### config.mk
export PLATFORM = sky130hd
export DESIGN_NAME = nec_ir_frame_decoder_flat
export DESIGN_NICKNAME = d
export VERILOG_FILES = /design/src/hdl/nir_pkg.sv /design/src/hdl/nir_chan_if.sv /design/src/hdl/nec_ir_frame_decoder.sv /design/src/hdl/nir_cfg_regs.sv /design/src/hdl/nir_classify.sv /design/src/hdl/nir_frame_check.sv /design/src/flat_wrapper.sv
export VERILOG_INCLUDE_DIRS = /design/src /design/src/hdl
export SDC_FILE = /design/constraint.sdc
export NUM_CORES = 1
export LEC_CHECK = 0
export BUFFER_PORTS_ARGS = -buffer_cell sky130_fd_sc_hd__buf_4
export CAP_MARGIN = 20
export CORE_MARGIN = 10
export CORE_UTILIZATION = 45
export CTS_CLUSTER_DIAMETER = 80
export DETAILED_ROUTE_END_ITERATION = 6
export SLEW_MARGIN = 25
export SYNTH_ARGS = -nofsm -noshare
export SYNTH_HDL_FRONTEND = slang
export SYNTH_HIERARCHICAL = 1
export SYNTH_SLANG_ARGS = --single-unit
### constraint.sdc
create_clock -name clk -period 10.3 [get_ports clk]
set_input_delay 1.03 -clock clk [delete_from_list [all_inputs] [get_ports clk]]
set_output_delay 1.03 -clock clk [all_outputs]
set_load 0.02 [all_outputs]
### src/hdl/nec_ir_frame_decoder_assert.svh
// Assertion macros for the NEC IR frame decoder.
// Expects clk and rst_n in the scope of use.
`ifndef NEC_IR_FRAME_DECODER_ASSERT_SVH
`define NEC_IR_FRAME_DECODER_ASSERT_SVH

`define NIR_ASSERT_IMPLY(label, ante, cons) \
  label: assert property (@(posedge clk) disable iff (!rst_n) (ante) |-> (cons)) \
    else $error("nir: implication check failed");

`define NIR_ASSERT_NEXT(label, ante, cons) \
  label: assert property (@(posedge clk) disable iff (!rst_n) (ante) |=> (cons)) \
    else $error("nir: next-cycle check failed");

`endif

### src/hdl/nir_pkg.sv
// Shared types, constants and key table for the NEC IR frame decoder.
// No dependencies.
package nir_pkg;

  localparam int FRAME_BITS    = 32;
  localparam int REPEAT_DIVIDE = 2;
  localparam int SLOW_REPEAT   = 5;
  localparam int KEY_COUNT     = 30;
  localparam int TABLE_SIZE    = 30;
  localparam int KEY_SCAN      = (KEY_COUNT < TABLE_SIZE) ? KEY_COUNT : TABLE_SIZE;

  localparam int TIME_W    = 32;
  localparam int WIN_W     = 16;
  localparam int CNT_W     = 6;
  localparam int KEY_W     = 5;
  localparam int CMD_W     = 8;
  localparam int EV_W      = 2;
  localparam int DIV_W     = 2;
  localparam int SLOW_W    = 3;
  localparam int CFG_IDX_W = 3;

  localparam logic [15:0] CUSTOMER_CODE = 16'h01FE;

  typedef logic [EV_W-1:0] ev_t;
  localparam ev_t EV_NONE  = 2'd0;
  localparam ev_t EV_PRESS = 2'd1;
  localparam ev_t EV_LONG  = 2'd2;

  typedef logic [CFG_IDX_W-1:0] reg_idx_t;
  localparam reg_idx_t REG_ONE_MIN    = 3'd0;
  localparam reg_idx_t REG_ONE_MAX    = 3'd1;
  localparam reg_idx_t REG_ZERO_MIN   = 3'd2;
  localparam reg_idx_t REG_ZERO_MAX   = 3'd3;
  localparam reg_idx_t REG_LEADER_MIN = 3'd4;
  localparam reg_idx_t REG_LEADER_MAX = 3'd5;
  localparam reg_idx_t REG_REPEAT_MIN = 3'd6;
  localparam reg_idx_t REG_REPEAT_MAX = 3'd7;

  typedef struct packed {
    logic [WIN_W-1:0] one_min;
    logic [WIN_W-1:0] one_max;
    logic [WIN_W-1:0] zero_min;
    logic [WIN_W-1:0] zero_max;
    logic [WIN_W-1:0] ldr_min;
    logic [WIN_W-1:0] ldr_max;
    logic [WIN_W-1:0] rpt_min;
    logic [WIN_W-1:0] rpt_max;
  } win_cfg_t;

  typedef struct packed {
    logic one;
    logic zero;
    logic leader;
    logic rpt;
  } cls_t;

  typedef struct packed {
    logic             hit;
    logic [KEY_W-1:0] key;
    logic [CMD_W-1:0] cmd;
  } frame_res_t;

  localparam logic [CMD_W-1:0] KEY_CODE [TABLE_SIZE] = '{
    8'h50, 8'h30, 8'hc0, 8'h40, 8'h78, 8'h38, 8'h00, 8'h80,
    8'h60, 8'ha0, 8'h48, 8'h28, 8'ha8, 8'h68, 8'he8, 8'h18,
    8'h98, 8'h58, 8'h08, 8'hd8, 8'hf8, 8'he0, 8'hf0, 8'h02,
    8'hb8, 8'hd0, 8'h70, 8'h10, 8'h90, 8'h32
  };

  // volume, echo and mic keys repeat fast
  localparam logic [TABLE_SIZE-1:0] KEY_FAST = 30'h06C0000C;

  function automatic logic key_is_fast(input logic [KEY_W-1:0] k);
    logic r;
    r = 1'b0;
    for (int i = 0; i < TABLE_SIZE; i++) begin
      if (k == KEY_W'(i)) begin
        r = KEY_FAST[i];
      end
    end
    return r;
  endfunction

endpackage

### src/hdl/nir_chan_if.sv
// Valid/ready channel interfaces for edge items and decode results.
// Depends on nir_pkg.
interface nir_in_if import nir_pkg::*; ();
  logic              valid;
  logic              ready;
  logic [TIME_W-1:0] edge_time_us;
  logic              line_high;

  modport source (output valid, edge_time_us, line_high, input ready);
  modport sink   (input valid, edge_time_us, line_high, output ready);
endinterface

interface nir_out_if import nir_pkg::*; ();
  logic             valid;
  logic             ready;
  logic [EV_W-1:0]  event_kind;
  logic [KEY_W-1:0] key_index;
  logic [CMD_W-1:0] command_byte;

  modport source (output valid, event_kind, key_index, command_byte, input ready);
  modport sink   (input valid, event_kind, key_index, command_byte, output ready);
endinterface

### src/hdl/nec_ir_frame_decoder.sv
// NEC IR frame decoder top level: edge register, decode state, result register.
// Depends on nir_pkg, nir_chan_if, nir_cfg_regs, nir_classify, nir_frame_check
// and nec_ir_frame_decoder_assert.svh.
//
// in_chan carries one receiver edge per transfer: a microsecond timestamp and
// the line level. Every transfer yields exactly one result on out_chan, whose
// event_kind is none, key press or long press. Edges with the line high give
// an empty result and touch no state.
// An edge is registered at its transfer, decoded from that register and the
// decode state, and its result is registered when the edge register advances;
// one edge per cycle is taken as long as results are drained. The edge
// register advances whenever the result register is empty or being taken, so
// edges flow back to back while results are taken.
// When out_chan.ready is low, the result holds and at most one more edge is
// taken into the edge register; in_chan.ready then drops.
// Synchronous reset empties both registers, clears the frame state and loads
// the window registers with their defaults. Write the cfg_ registers only
// while no result is outstanding.
`include "nec_ir_frame_decoder_assert.svh"

module nec_ir_frame_decoder import nir_pkg::*; (
  input  logic                 clk,
  input  logic                 rst_n,
  nir_in_if.sink               in_chan,
  nir_out_if.source            out_chan,
  input  logic                 cfg_we,
  input  logic [CFG_IDX_W-1:0] cfg_index,
  input  logic [WIN_W-1:0]     cfg_wdata
);

  win_cfg_t   win_cfg;
  cls_t       cls;
  frame_res_t frame_res;

  logic                  s1_valid_r, s1_valid_nxt;
  logic [TIME_W-1:0]     s1_time_r;
  logic                  s1_high_r;
  logic                  s1_adv;
  logic                  in_fire;

  logic [TIME_W-1:0]     prev_r, prev_nxt;
  logic [CNT_W-1:0]      bit_cnt_r, bit_cnt_nxt;
  logic [FRAME_BITS-1:0] shift_r, shift_nxt, shift_cand;
  logic                  rearm_r, rearm_nxt;
  logic [DIV_W-1:0]      div_r, div_nxt, div_dec;
  logic [SLOW_W-1:0]     slow_r, slow_nxt, slow_dec;
  logic [KEY_W-1:0]      last_key_r, last_key_nxt;
  logic                  last_valid_r, last_valid_nxt;
  logic                  fire;

  logic                  out_valid_r, out_valid_nxt;
  ev_t                   ev_r, ev_nxt;
  logic [KEY_W-1:0]      key_r, key_nxt;
  logic [CMD_W-1:0]      cmd_r, cmd_nxt;

  nir_cfg_regs u_cfg (
    .clk       (clk),
    .rst_n     (rst_n),
    .cfg_we    (cfg_we),
    .cfg_index (cfg_index),
    .cfg_wdata (cfg_wdata),
    .win_cfg   (win_cfg)
  );

  nir_classify u_cls (
    .win_cfg   (win_cfg),
    .prev_time (prev_r),
    .edge_time (s1_time_r),
    .cls       (cls)
  );

  assign shift_cand = {shift_r[FRAME_BITS-2:0], cls.one};

  nir_frame_check u_chk (
    .frame (shift_cand),
    .res   (frame_res)
  );

  assign s1_adv        = s1_valid_r && (!out_valid_r || out_chan.ready);
  assign in_chan.ready = !s1_valid_r || s1_adv;
  assign in_fire       = in_chan.valid && in_chan.ready;

  always_comb begin
    s1_valid_nxt = in_fire ? 1'b1 : (s1_adv ? 1'b0 : s1_valid_r);
    out_valid_nxt = s1_adv ? 1'b1 : (out_chan.ready ? 1'b0 : out_valid_r);
  end

  always_comb begin
    prev_nxt       = prev_r;
    bit_cnt_nxt    = bit_cnt_r;
    shift_nxt      = shift_r;
    rearm_nxt      = rearm_r;
    div_nxt        = div_r;
    slow_nxt       = slow_r;
    last_key_nxt   = last_key_r;
    last_valid_nxt = last_valid_r;
    div_dec        = div_r - 1'b1;
    slow_dec       = slow_r - 1'b1;
    fire           = 1'b0;
    ev_nxt         = EV_NONE;
    key_nxt        = '0;
    cmd_nxt        = '0;
    if (s1_adv && !s1_high_r) begin
      prev_nxt = s1_time_r;
      if (rearm_r) begin
        rearm_nxt = 1'b0;
      end else begin
        if (cls.one || cls.zero) begin
          shift_nxt   = shift_cand;
          bit_cnt_nxt = bit_cnt_r + 1'b1;
        end else if (cls.leader) begin
          bit_cnt_nxt = '0;
          shift_nxt   = '0;
          div_nxt     = DIV_W'(REPEAT_DIVIDE);
        end else if (cls.rpt) begin
          if (div_dec == '0) begin
            if (key_is_fast(last_key_r)) begin
              fire = 1'b1;
            end else if (slow_dec == '0) begin
              fire     = 1'b1;
              slow_nxt = SLOW_W'(SLOW_REPEAT);
            end else begin
              slow_nxt = slow_dec;
            end
            if (fire && last_valid_r) begin
              ev_nxt  = EV_LONG;
              key_nxt = last_key_r;
            end
            div_nxt = DIV_W'(REPEAT_DIVIDE);
          end else begin
            div_nxt = div_dec;
          end
        end
        if (bit_cnt_nxt >= CNT_W'(FRAME_BITS)) begin
          if (frame_res.hit) begin
            last_key_nxt   = frame_res.key;
            last_valid_nxt = 1'b1;
            ev_nxt         = EV_PRESS;
            key_nxt        = frame_res.key;
            cmd_nxt        = frame_res.cmd;
          end
          bit_cnt_nxt = '0;
          shift_nxt   = '0;
          rearm_nxt   = 1'b1;
        end
      end
    end
  end

  always_ff @(posedge clk) begin
    if (!rst_n) begin
      s1_valid_r   <= 1'b0;
      out_valid_r  <= 1'b0;
      prev_r       <= '0;
      bit_cnt_r    <= '0;
      shift_r      <= '0;
      rearm_r      <= 1'b0;
      div_r        <= DIV_W'(REPEAT_DIVIDE);
      slow_r       <= SLOW_W'(SLOW_REPEAT);
      last_key_r   <= '0;
      last_valid_r <= 1'b0;
    end else begin
      s1_valid_r   <= s1_valid_nxt;
      out_valid_r  <= out_valid_nxt;
      prev_r       <= prev_nxt;
      bit_cnt_r    <= bit_cnt_nxt;
      shift_r      <= shift_nxt;
      rearm_r      <= rearm_nxt;
      div_r        <= div_nxt;
      slow_r       <= slow_nxt;
      last_key_r   <= last_key_nxt;
      last_valid_r <= last_valid_nxt;
    end
  end

  always_ff @(posedge clk) begin
    if (in_fire) begin
      s1_time_r <= in_chan.edge_time_us;
      s1_high_r <= in_chan.line_high;
    end
    if (s1_adv) begin
      ev_r  <= ev_nxt;
      key_r <= key_nxt;
      cmd_r <= cmd_nxt;
    end
  end

  assign out_chan.valid        = out_valid_r;
  assign out_chan.event_kind   = ev_r;
  assign out_chan.key_index    = key_r;
  assign out_chan.command_byte = cmd_r;

  `NIR_ASSERT_IMPLY(a_none_empty, out_valid_r && (ev_r == EV_NONE), (key_r == '0) && (cmd_r == '0))
  `NIR_ASSERT_IMPLY(a_long_no_cmd, out_valid_r && (ev_r == EV_LONG), (cmd_r == '0) && last_valid_r)
  `NIR_ASSERT_IMPLY(a_press_key, out_valid_r && (ev_r == EV_PRESS), last_valid_r && rearm_r)
  `NIR_ASSERT_IMPLY(a_rearm_clear, rearm_r, (bit_cnt_r == '0) && (shift_r == '0))
  `NIR_ASSERT_NEXT(a_rearm_once, s1_adv && !s1_high_r && rearm_r, !rearm_r)

endmodule

### src/hdl/nir_cfg_regs.sv
// Timing window registers with their reset values.
// Depends on nir_pkg.
module nir_cfg_regs import nir_pkg::*; (
  input  logic                 clk,
  input  logic                 rst_n,
  input  logic                 cfg_we,
  input  logic [CFG_IDX_W-1:0] cfg_index,
  input  logic [WIN_W-1:0]     cfg_wdata,
  output win_cfg_t             win_cfg
);

  win_cfg_t win_r;

  always_ff @(posedge clk) begin
    if (!rst_n) begin
      win_r.one_min  <= 16'd1850;
      win_r.one_max  <= 16'd2750;
      win_r.zero_min <= 16'd720;
      win_r.zero_max <= 16'd1520;
      win_r.ldr_min  <= 16'd13000;
      win_r.ldr_max  <= 16'd13900;
      win_r.rpt_min  <= 16'd10750;
      win_r.rpt_max  <= 16'd11750;
    end else if (cfg_we) begin
      unique case (cfg_index)
        REG_ONE_MIN:    win_r.one_min  <= cfg_wdata;
        REG_ONE_MAX:    win_r.one_max  <= cfg_wdata;
        REG_ZERO_MIN:   win_r.zero_min <= cfg_wdata;
        REG_ZERO_MAX:   win_r.zero_max <= cfg_wdata;
        REG_LEADER_MIN: win_r.ldr_min  <= cfg_wdata;
        REG_LEADER_MAX: win_r.ldr_max  <= cfg_wdata;
        REG_REPEAT_MIN: win_r.rpt_min  <= cfg_wdata;
        REG_REPEAT_MAX: win_r.rpt_max  <= cfg_wdata;
        default: ;
      endcase
    end
  end

  assign win_cfg = win_r;

endmodule

### src/hdl/nir_classify.sv
// Interval measurement and window classification of one edge.
// Depends on nir_pkg.
module nir_classify import nir_pkg::*; (
  input  win_cfg_t          win_cfg,
  input  logic [TIME_W-1:0] prev_time,
  input  logic [TIME_W-1:0] edge_time,
  output cls_t              cls
);

  logic [TIME_W-1:0] base;
  logic [TIME_W-1:0] width;
  logic              w_one, w_zero, w_leader, w_rpt;

  function automatic logic in_win(input logic [TIME_W-1:0] w,
                                  input logic [WIN_W-1:0] lo,
                                  input logic [WIN_W-1:0] hi);
    return (w >= TIME_W'(lo)) && (w <= TIME_W'(hi));
  endfunction

  assign base     = (prev_time > edge_time) ? '0 : prev_time;
  assign width    = edge_time - base;
  assign w_one    = in_win(width, win_cfg.one_min, win_cfg.one_max);
  assign w_zero   = in_win(width, win_cfg.zero_min, win_cfg.zero_max);
  assign w_leader = in_win(width, win_cfg.ldr_min, win_cfg.ldr_max);
  assign w_rpt    = in_win(width, win_cfg.rpt_min, win_cfg.rpt_max);

  assign cls.one    = w_one;
  assign cls.zero   = !w_one && w_zero;
  assign cls.leader = !w_one && !w_zero && w_leader;
  assign cls.rpt    = !w_one && !w_zero && !w_leader && w_rpt;

endmodule

### src/hdl/nir_frame_check.sv
// Frame check: customer code, command inverse and key table match.
// Depends on nir_pkg.
module nir_frame_check import nir_pkg::*; (
  input  logic [FRAME_BITS-1:0] frame,
  output frame_res_t            res
);

  logic [CMD_W-1:0] cmd;
  logic             frame_ok;
  logic             hit;
  logic [KEY_W-1:0] key;

  assign cmd      = frame[15:8];
  assign frame_ok = (frame[31:16] == CUSTOMER_CODE) && (frame[7:0] == ~cmd);

  always_comb begin
    hit = 1'b0;
    key = '0;
    for (int i = KEY_SCAN - 1; i >= 0; i--) begin
      if (KEY_CODE[i] == cmd) begin
        hit = 1'b1;
        key = KEY_W'(i);
      end
    end
  end

  assign res.hit = frame_ok && hit;
  assign res.key = key;
  assign res.cmd = cmd;

endmodule
### src/flat_wrapper.sv
// flat-port wrapper written by rule: the top's interface ports become plain ports
module nec_ir_frame_decoder_flat import nir_pkg::*;
  (clk, rst_n, cfg_we, cfg_index, cfg_wdata, in_chan_valid, in_chan_edge_time_us, in_chan_line_high, in_chan_ready, out_chan_valid, out_chan_event_kind, out_chan_key_index, out_chan_command_byte, out_chan_ready);
  nir_in_if in_chan_i ();
  nir_out_if out_chan_i ();
  input  logic clk;
  input  logic rst_n;
  input  logic cfg_we;
  input  logic [CFG_IDX_W-1:0] cfg_index;
  input  logic [WIN_W-1:0] cfg_wdata;
  input wire logic [$bits(in_chan_i.valid)-1:0] in_chan_valid;
  input wire logic [$bits(in_chan_i.edge_time_us)-1:0] in_chan_edge_time_us;
  input wire logic [$bits(in_chan_i.line_high)-1:0] in_chan_line_high;
  output wire logic [$bits(in_chan_i.ready)-1:0] in_chan_ready;
  output wire logic [$bits(out_chan_i.valid)-1:0] out_chan_valid;
  output wire logic [$bits(out_chan_i.event_kind)-1:0] out_chan_event_kind;
  output wire logic [$bits(out_chan_i.key_index)-1:0] out_chan_key_index;
  output wire logic [$bits(out_chan_i.command_byte)-1:0] out_chan_command_byte;
  input wire logic [$bits(out_chan_i.ready)-1:0] out_chan_ready;
  assign in_chan_i.valid = in_chan_valid;
  assign in_chan_i.edge_time_us = in_chan_edge_time_us;
  assign in_chan_i.line_high = in_chan_line_high;
  assign in_chan_ready = in_chan_i.ready;
  assign out_chan_valid = out_chan_i.valid;
  assign out_chan_event_kind = out_chan_i.event_kind;
  assign out_chan_key_index = out_chan_i.key_index;
  assign out_chan_command_byte = out_chan_i.command_byte;
  assign out_chan_i.ready = out_chan_ready;
  nec_ir_frame_decoder u_core (.clk(clk), .rst_n(rst_n), .in_chan(in_chan_i), .out_chan(out_chan_i), .cfg_we(cfg_we), .cfg_index(cfg_index), .cfg_wdata(cfg_wdata));
endmodule
# --- Yosys cells after proc, flatten, opt, wreduce, memory -nomap -nowiden ---
# Index checks and enable logic that the tools add are counted.
totals:
  input_bits: 57
  output_inout_bits: 17
  regBits: 259
  word_cells: 293
classes:
  n_eq_ne: 66
  order_cmp: 10
  reduce_logical: 47
  muxes: 135
  addsub: 4
  bitwise_logic: 8
ops:
  columns: ["op", "n"]
  rows:
  - ["5-bit two-way mux", 37]
  - ["32-bit by 16-bit >= comparator with 1-bit output", 4]
  - ["32-bit by 16-bit less-or-equal comparator with 1-bit output", 4]
  - ["8-bit == test (first input constant)", 13]
  - ["31-bit two-way mux", 3]
  - ["1-bit two-way mux", 78]
  - ["5-bit == test (second input constant)", 14]
  - ["7-bit by 8-bit == test with 1-bit output (first input constant)", 8]
  - ["5-bit by 4-bit == test with 1-bit output (second input constant)", 8]
  - ["6-bit by 8-bit == test with 1-bit output (first input constant)", 4]
  - ["32-bit > comparator", 1]
  - ["32-bit two-way mux", 1]
  - ["32-bit subtractor", 1]
  - ["6-bit two-way mux", 5]
  - ["5-bit by 3-bit == test with 1-bit output (second input constant)", 4]
  - ["2-bit two-way mux", 10]
  - ["2-bit AND reduction", 9]
  - ["16-bit by 9-bit == test with 1-bit output (second input constant)", 1]
  - ["5-bit by 8-bit == test with 1-bit output (first input constant)", 2]
  - ["1-bit logical AND", 15]
  - ["3-bit == test (second input constant)", 4]
  - ["5-bit by 2-bit == test with 1-bit output (second input constant)", 2]
  - ["2-bit by 8-bit == test with 1-bit output (first input constant)", 1]
  - ["4-bit by 8-bit == test with 1-bit output (first input constant)", 1]
  - ["22 further kinds", 40]

# --- Logic depth before layout (Yosys ltp) ---
# Gate-level depths: netlist (run 1).
logic_depth:
  depth_word: 50
  ltp_mapped: 37
  mapped_depth_nobuf: 34

# --- Modules after synthesis ---
# Netlist (run 1), hierarchy kept.
modules_own_cells:
  columns: ["module", "area_per_inst_um2", "cells_each", "instances"]
  rows:
  - ["nir_classify", 6093.3, 861, 1]
  - ["nir_cfg_regs", 4902.2, 460, 1]
  - ["nec_ir_frame_decoder", 4783.3, 445, 1]
  - ["nir_frame_check", 653.1, 104, 1]

# --- Least setup slack after synthesis (run 1) ---
# No wires, ideal clock.
synth_timing:
  path_type: "reg2reg"
  start: "register u_core.s1_time_r[14]"
  end: "register u_core.cmd_r[0], in the netlist u_core/out_chan.command_byte[0], data pin"
  path_slack_ps: 3122
  stages_incl_launch_ff: 33
  t_arrival_ps: 6924
  path_buffers: 2
  t_required_ps: 10045
  path_cell_list: "edfxtp_1 inv_1 ha_1 a21oi_1 nand2_1 a221oi_1 or3b_1 a31oi_4 clkbuf_1 nand2_1 ha_1 and2_4 a221oi_2 a211oi_2 nor3b_1 nor2_1 a21oi_1 xnor2_1 ha_1 nand4_1 nor2_1 nand2_1 a21oi_1 o21ai_0 and3_1 o22a_1 or2_2 nor4_1 or3b_2 o211ai_1 a211oi_4 buf_6 and2_1"
synth_rtl:
  columns: ["element", "line", "rtl"]
  rows:
  - ["start, declared", "nec_ir_frame_decoder.sv:36", "logic [TIME_W-1:0] s1_time_r;"]
  - ["start signal, assigned", "nec_ir_frame_decoder.sv:178", "s1_time_r <= in_chan.edge_time_us;"]
  - ["end signal, assigned", "nec_ir_frame_decoder.sv:184", "cmd_r <= cmd_nxt;"]
  - ["end, declared", "nec_ir_frame_decoder.sv:54", "logic [CMD_W-1:0] cmd_r, cmd_nxt;"]

==> results of run 1 <==
==> cell families after synthesis <==
kind of cell | Yosys count | share of synthesized area (%)
flops | 259 | 34.48
buf+inv | 268 | 6.815
compound gates | 377 | 15.08
fa+ha+maj | 197 | 15.05
simple gates | 599 | 18.47
xor+xnor | 33 | 1.759
mux | 137 | 8.345
==> worst max-delay path by stage <==
stage          depth (start not counted)                         endpoint
4_1_cts                               34     u_core/out_chan.key_index[1]
5_1_grt                               34  u_core/out_chan.command_byte[2]
2_1_floorplan                         32  u_core/out_chan.command_byte[0]
6_report                              34     u_core/out_chan.key_index[1]
3_5_place_dp                          34  u_core/out_chan.command_byte[1]
3_3_place_gp                          31     u_core/out_chan.key_index[0]
==> layout make-up <==
cell class,count,area share [%]
inverter,175,3.567
sequential,259,30.76
timing repair buffer,99,4.056
tap,461,3.132
clock inverter,18,1.175
multi-input combinational,1343,52.52
clock buffer,40,4.789
==> cells in the final DEF (no fill, tap or decap), types with 5 or more instances in the layout <==
master / n
a211o_1: 5
a211oi_1: 13
a21o_1: 33
a21oi_1: 130
a221oi_1: 5
and2_1: 16
and3_1: 7
buf_4: 98
clkbuf_16: 33
dfxtp_1: 211
edfxtp_1: 48
ha_1: 196
inv_1: 174
mux2i_1: 137
nand2_1: 277
nand2b_1: 9
nand3_1: 23
nand4_1: 36
nand4b_1: 9
nor2_1: 48
nor2b_1: 87
nor3_1: 21
nor4_1: 13
o211ai_1: 11
o21a_1: 17
o21ai_0: 56
o21bai_1: 6
o22ai_1: 34
o31ai_1: 5
or3_1: 5
xnor2_1: 20
xor2_1: 13
==> worst min-delay path: stages (launching register included) <==
cell and delay (ns):
dfxtp_1 0.31, nand2_1 0.05, mux2i_1 0.05
==> routing by layer <==
metal  track usage, %  routed length (µm)
met1            23.64               19450
met2            29.36               18000
met3            2.611                1375
met4            4.695                 908
met5                0                   0
==> metrics by stage <==
stage / std cells / total power, mW / setup WS, ns / hold WS (ns)
3_5_place_dp: 2337 / 1.593 / 1.828 / 0.4494
6_report: 2395 / 2.736 / 1.794 / 0.4586
2_1_floorplan: 1870 / 1.435 / 3.122 / 0.4347
3_3_place_gp: 2337 / 1.587 / 1.982 / 0.4424
5_1_grt: 2395 / 2.872 / 1.044 / 0.4727
4_1_cts: 2395 / 2.767 / 1.753 / 0.4602
==> flip-flops by register name (all words and copies together), names as in the netlist, 2 cells and up <==
register / cells
u_core/last_key_r: 5
u_core/u_cfg/win_cfg: 128
u_core/s1_time_r: 32
u_core/out_chan.command_byte: 8
u_core/bit_cnt_r: 6
u_core/out_chan.event_kind: 2
u_core/slow_r: 3
u_core/out_chan.key_index: 5
u_core/prev_r: 32
u_core/div_r: 2
u_core/shift_r: 31
==> power by group through the flow <==
stage,Combinational [mW],Clock [mW],Sequential [mW]
final,0.499,1.16,1.08
after global routing,0.565,1.23,1.08
after CTS,0.499,1.19,1.08
after detailed placement,0.495,0,1.10
after global placement,0.490,0,1.10
after floorplan,0.338,0,1.10
==> results.sh, run 1 <==
export IMPL_crit_type="reg -> reg"
export IMPL_cts_buffer_depth=3
export IMPL_max_slew_margin_pct=33.87
export IMPL_insertedDiodeCount=0
export IMPL_seq_area_um2=5665
export IMPL_async_flop_share_pct=0
export IMPL_ys_types=103
export IMPL_endpoint_kind="register"
export IMPL_hold_violations=0
export IMPL_synth_area_leaders="dfxtp_1 26%, ha_1 15%, edfxtp_1 8.8%"
export IMPL_r2r_end="u_core/out_chan.key_index[1]"
export IMPL_grt_pass1_vias=13030
export IMPL_switching_share_pct=28.03
export IMPL_root_buffer="clkbuf_16"
export IMPL_nFillCells=3302
export IMPL_port_buffers=73
export IMPL_min_period_ns=8.506
export IMPL_synth_yosys_seq_area_share_pct=34.48
export IMPL_regToRegSetupSlack_ns=1.79
export IMPL_rows=69
export IMPL_placed_area_um2=17320
export IMPL_cp_required_ns=10.74
export IMPL_max_freq_mhz=117.6
export IMPL_clkPwrFrac_pct=42.4
export IMPL_drt_iter0_markers=632
export IMPL_die_h_um=211.1
export IMPL_via_count=13030
export IMPL_wl_per_cell_um=16.59
export IMPL_grt_pass1_wl_um=65790
export IMPL_min_to="u_core/u_cfg/win_cfg[50]"
export IMPL_initial_utilization_pct=45.86
export IMPL_drc=0
export IMPL_postCtsSetupBuffers=0
export IMPL_drive_above_1_share_pct=9.979
export IMPL_fin_util_pct=51.41
export IMPL_synth_edf_count=48
export IMPL_core_region_area_um2=35830
export IMPL_synth_common_cells="277 x nand2_1, 211 x dfxtp_1, 196 x ha_1"
export IMPL_slowest_delay_ns=0.70
export IMPL_power_density_nw_per_um2=148.5
export IMPL_leakagePower_nw=8.365
export IMPL_ys_warn_count=6
export IMPL_cap_viol_max_count=0
export IMPL_viasPerCell=5.441
export IMPL_syn_nets=2124
export IMPL_place_hpwl_um=29220
export IMPL_crit_buf_inv=3
export IMPL_report_final_slew_viol_count=0
export IMPL_cts_resized_gates=0
export IMPL_grt_overflow=0
export IMPL_io_pins=74
export IMPL_peakVddDrop_mv=0.1196
export IMPL_ys_ff_latch=259
export IMPL_hold_depth=2
export IMPL_dr_pass1_iters=5
export IMPL_p_int_mw=1.969
export IMPL_clk_latency_ns=0.58
export IMPL_synthesis_area_um2=16430
export IMPL_areaGrowthSynthToFinish_pct=12.08
export IMPL_tritoncts="done"
export IMPL_hp_start="u_core/u_cfg/win_cfg[50]"
export IMPL_p_seq_share_pct=39.3
export IMPL_finalSetupViolations=0
export IMPL_die_width_um=211.1
export IMPL_synth_top_cell_area_share_pct=25.71
export IMPL_netSwitchingPower_mw=0.7668
export IMPL_cp_max_fo=21
export IMPL_crit_start="u_core/s1_time_r[27]"
export IMPL_synth_top_area_cell="dfxtp_1"
export IMPL_path_clk_slew_ns=0.06
export IMPL_die_area_um2=44560
export IMPL_antenna_found_initial=0
export IMPL_nNetsFinal=2163
export IMPL_final_area_um2=18420
export IMPL_yosysMostFrequentCell="nand2_1"
export IMPL_status="complete, no violations"
export IMPL_critPathSlowestCell="a211oi_4"
export IMPL_grt_setup_unrepaired="false"
export IMPL_hold_buffers=0
export IMPL_crit_arrival_ns=8.94
export IMPL_tightestPinTransition_ns=0.9920
export IMPL_wl_um=39730
export IMPL_clkSinkCount=259
export IMPL_r2r_start="u_core/s1_time_r[27]"
export IMPL_crit_family="compound AO/OA/AOI/OAI gates"
export IMPL_startpoint_type="register"
export IMPL_grt_max_degree=112
export IMPL_syn_inst=1870
export IMPL_tns_ns=0
export IMPL_cts_max_level=1
export IMPL_holdCritPathClass="reg -> reg"
export IMPL_p_comb_share_pct=18.2
export IMPL_track_usage_pct=17.75
export IMPL_gp_congestion=0.8990
export IMPL_multi_input_area_um2=9673
export IMPL_timing_final_crit_share_pct=82.58
export IMPL_cts_made_buffers=31
export IMPL_finClkSkew_ns=0.01510
export IMPL_reg2regPathDepth=34
export IMPL_ant_nets=0
export IMPL_syn_avg_cell_area_um2=8.787
export IMPL_synthFlopType="dfxtp_1"
Note: power is estimated with default switching activity, not from simulation.
==> run 2, diff against run 1 <==
--- a/config.mk
+++ b/config.mk
@@ -6,6 +6,7 @@
 export SDC_FILE = /design/constraint.sdc
 export NUM_CORES = 1
 export LEC_CHECK = 0
+export ABC_AREA = 1
 export BUFFER_PORTS_ARGS = -buffer_cell sky130_fd_sc_hd__buf_4
 export CAP_MARGIN = 20
 export CORE_MARGIN = 10
==> constraint.sdc (replaced) <==
create_clock -name clk -period 8.4 [get_ports clk]
set_input_delay 0.84 -clock clk [delete_from_list [all_inputs] [get_ports clk]]
set_output_delay 0.84 -clock clk [all_outputs]
set_load 0.02 [all_outputs]
==> run 2 against run 1 <==
Against the previous run: flip-flop and latch count unchanged; first-iteration DRC count up 71%; die area up 5.4%; maximum frequency up 18%; non-clock buffer count down 1; critical endpoint is now u_core/shift_r[8].
==> results.sh, run 2 <==
export IMPL_r2r_start="u_core/s1_time_r[31]"
export IMPL_leakagePower_nw=9.539
export IMPL_port_buffers=73
export IMPL_wl_um=48480
export IMPL_report_final_slew_viol_count=0
export IMPL_nNetsFinal=2837
export IMPL_core_region_area_um2=37930
export IMPL_drt_iter0_markers=1078
export IMPL_via_count=15941
export IMPL_holdCritPathClass="reg -> reg"
export IMPL_antenna_found_initial=0
export IMPL_timing_final_crit_share_pct=85.97
export IMPL_hold_buffers=0
export IMPL_insertedDiodeCount=0
export IMPL_syn_nets=2783
export IMPL_p_seq_share_pct=38.2
export IMPL_path_clk_slew_ns=0.06
export IMPL_postCtsSetupBuffers=0
export IMPL_power_density_nw_per_um2=179.3
export IMPL_crit_type="reg -> reg"
export IMPL_drive_above_1_share_pct=9.739
export IMPL_die_width_um=216.7
export IMPL_cts_buffer_depth=3
export IMPL_final_common_cell="nand2_1"
export IMPL_drt_met1_wl_um=22210
export IMPL_viasPerCell=5.111
export IMPL_cp_max_fo=21
export IMPL_synth_top_cell_area_share_pct=24.27
export IMPL_finClkSkew_ns=0.01129
export IMPL_cap_viol_max_count=0
export IMPL_crit_buf_inv=3
export IMPL_critPathSlowestCell="nor2_2"
export IMPL_status="complete, no violations"
export IMPL_cts_max_level=2
export IMPL_io_pins=74
export IMPL_startpoint_type="register"
export IMPL_synthesis_area_um2=17410
export IMPL_dr_pass1_iters=5
export IMPL_ys_ff_latch=259
export IMPL_grt_pass1_wl_um=78320
export IMPL_cts_resized_gates=0
export IMPL_endpoint_kind="register"
export IMPL_syn_avg_cell_area_um2=6.883
export IMPL_slowest_delay_ns=0.72
export IMPL_drc=0
export IMPL_tightestPinTransition_ns=1.028
export IMPL_syn_inst=2529
export IMPL_synth_yosys_seq_area_share_pct=32.55
export IMPL_track_usage_pct=20.34
export IMPL_met3WireLength_um=2264
export IMPL_max_freq_mhz=138.5
export IMPL_final_cell_mix="695 x nand2_1, 362 x inv_1, 270 x nor2_1, 221 x nand3_1, 211 x dfxtp_1"
export IMPL_async_flop_share_pct=0
export IMPL_gp_congestion=0.9339
export IMPL_min_period_ns=7.221
export IMPL_ant_nets=0
export IMPL_dr_wl_met2_um=22880
export IMPL_clkSinkCount=259
export IMPL_max_slew_margin_pct=31.47
export IMPL_synth_area_leaders="dfxtp_1 24%, nand2_1 15%, ha_1 14%"
export IMPL_rows=71
export IMPL_netSwitchingPower_mw=1.054
export IMPL_peakVddDrop_mv=0.1577
export IMPL_grt_overflow=0
export IMPL_synth_top_area_cell="dfxtp_1"
export IMPL_holdWs_ns=0.4535
export IMPL_crit_arrival_ns=7.69
export IMPL_p_comb_share_pct=20.3
export IMPL_hp_start="u_core/u_cfg/win_cfg[68]"
export IMPL_crit_start="u_core/s1_time_r[31]"
export IMPL_clkPwrFrac_pct=41.5
export IMPL_cpMostUsedCell="nand2_1"
export IMPL_grt_pass1_vias=15213
export IMPL_ys_types=55
export IMPL_tritoncts="done"
export IMPL_cp_required_ns=8.86
export IMPL_p_int_mw=2.436
export IMPL_highest_layer="met4"
export IMPL_switching_share_pct=30.21
export IMPL_synth_edf_count=48
export IMPL_tns_ns=0
export IMPL_root_buffer="clkbuf_16"
export IMPL_finalSetupViolations=0
export IMPL_synth_common_cells="695 x nand2_1, 362 x inv_1, 270 x nor2_1"
export IMPL_synthFlopType="dfxtp_1"
export IMPL_grt_setup_unrepaired="false"
export IMPL_wl_per_cell_um=15.54
export IMPL_hold_violations=0
export IMPL_crit_family="simple AND/OR/NAND/NOR gates"
export IMPL_yosysMostFrequentCell="nand2_1"
export IMPL_areaGrowthSynthToFinish_pct=11.83
export IMPL_die_area_um2=46950
export IMPL_grt_max_degree=98
export IMPL_clk_latency_ns=0.54
export IMPL_place_hpwl_um=35720
export IMPL_largest_register_ffs=128
export IMPL_initial_utilization_pct=45.89
export IMPL_cts_made_buffers=34
export IMPL_die_h_um=216.7
export IMPL_ys_warn_count=6
[run 2: changes by cell type in the layout (fill, tap and decap cells not counted), moves of 18 or more]
cell,delta
mux2i_1,-137
inv_2,+20
nor2_1,+222
nor2b_1,-86
nand2_1,+418
nand2_2,+22
a21oi_1,+18
inv_1,+188
nand3_1,+198
nor2_2,+27
a21o_1,-32
o22ai_1,-34
[run 2: per-stage QoR]
step	area (µm²)	worst slack (ns)	utilization, %	power (mW)	cells
floorplan	17410	2.627	-	1.831	2529
global placement	18340	1.164	48.36	2.047	3057
detailed placement	18340	1.014	48.36	2.062	3057
CTS	19450	1.011	51.27	3.530	3118
global route	19470	0.2683	51.32	3.690	3119
finish	19470	1.179	51.32	3.490	3119
[run 2: cell families (layout without fill, tap and decap cells)]
kind of cell	count (synthesis)	after routing	synth area share, %
and+or+nand+nor	1336	1336	33.41
DFF	259	259	32.55
AOI/OAI and AO/OA	251	251	7.942
xor gates and xnor gates	22	22	1.107
buffers and inverters	464	543	10.80
adders and majority gates	197	197	14.20
[run 2: per-layer routing]
| metal | global-route usage (%) | vias to the layer above |
|---|---|---|
| li1 | - | 8186 |
| met5 | 0 | - |
| met2 | 34.47 | 310 |
| met1 | 26.24 | 7373 |
| met4 | 6.549 | 0 |
| met3 | 2.646 | 72 |
[run 2: final timing paths]
kind / to / slack (ns) / depth (start not counted)
setup / recovery: u_core/shift_r[8] / 1.18 / 33
hold / removal: u_core/u_cfg/win_cfg[68] / 0.45 / 2
setup reg to reg: u_core/shift_r[8] / 1.18 / 33
hold reg to reg: u_core/u_cfg/win_cfg[68] / 0.45 / 2
[run 2: worst min-delay path, cell delays in order, from the launching register on]
cell	delay (ns)
dfxtp_1	0.32
nand2_1	0.05
nand3_1	0.05
[run 2: power groups by stage]
stage	combinational (mW)	sequential [mW]	clock [mW]
final	0.710	1.33	1.45
after detailed placement	0.702	1.36	0
after global placement	0.688	1.36	0
after CTS	0.707	1.33	1.49
after floorplan	0.474	1.36	0
after global routing	0.809	1.34	1.54
[run 2: layout make-up]
| type | count | area, µm² |
|---|---|---|
| multi-input cells | 1806 | 9868 |
| repair buffers | 98 | 748.2 |
| flip-flops and latches | 259 | 5665 |
| inverters | 384 | 1441 |
| clock buffers | 49 | 968.4 |
| clock inverters | 12 | 136.4 |
| well taps | 511 | 639.4 |
| fillers | 3855 | 18470 |
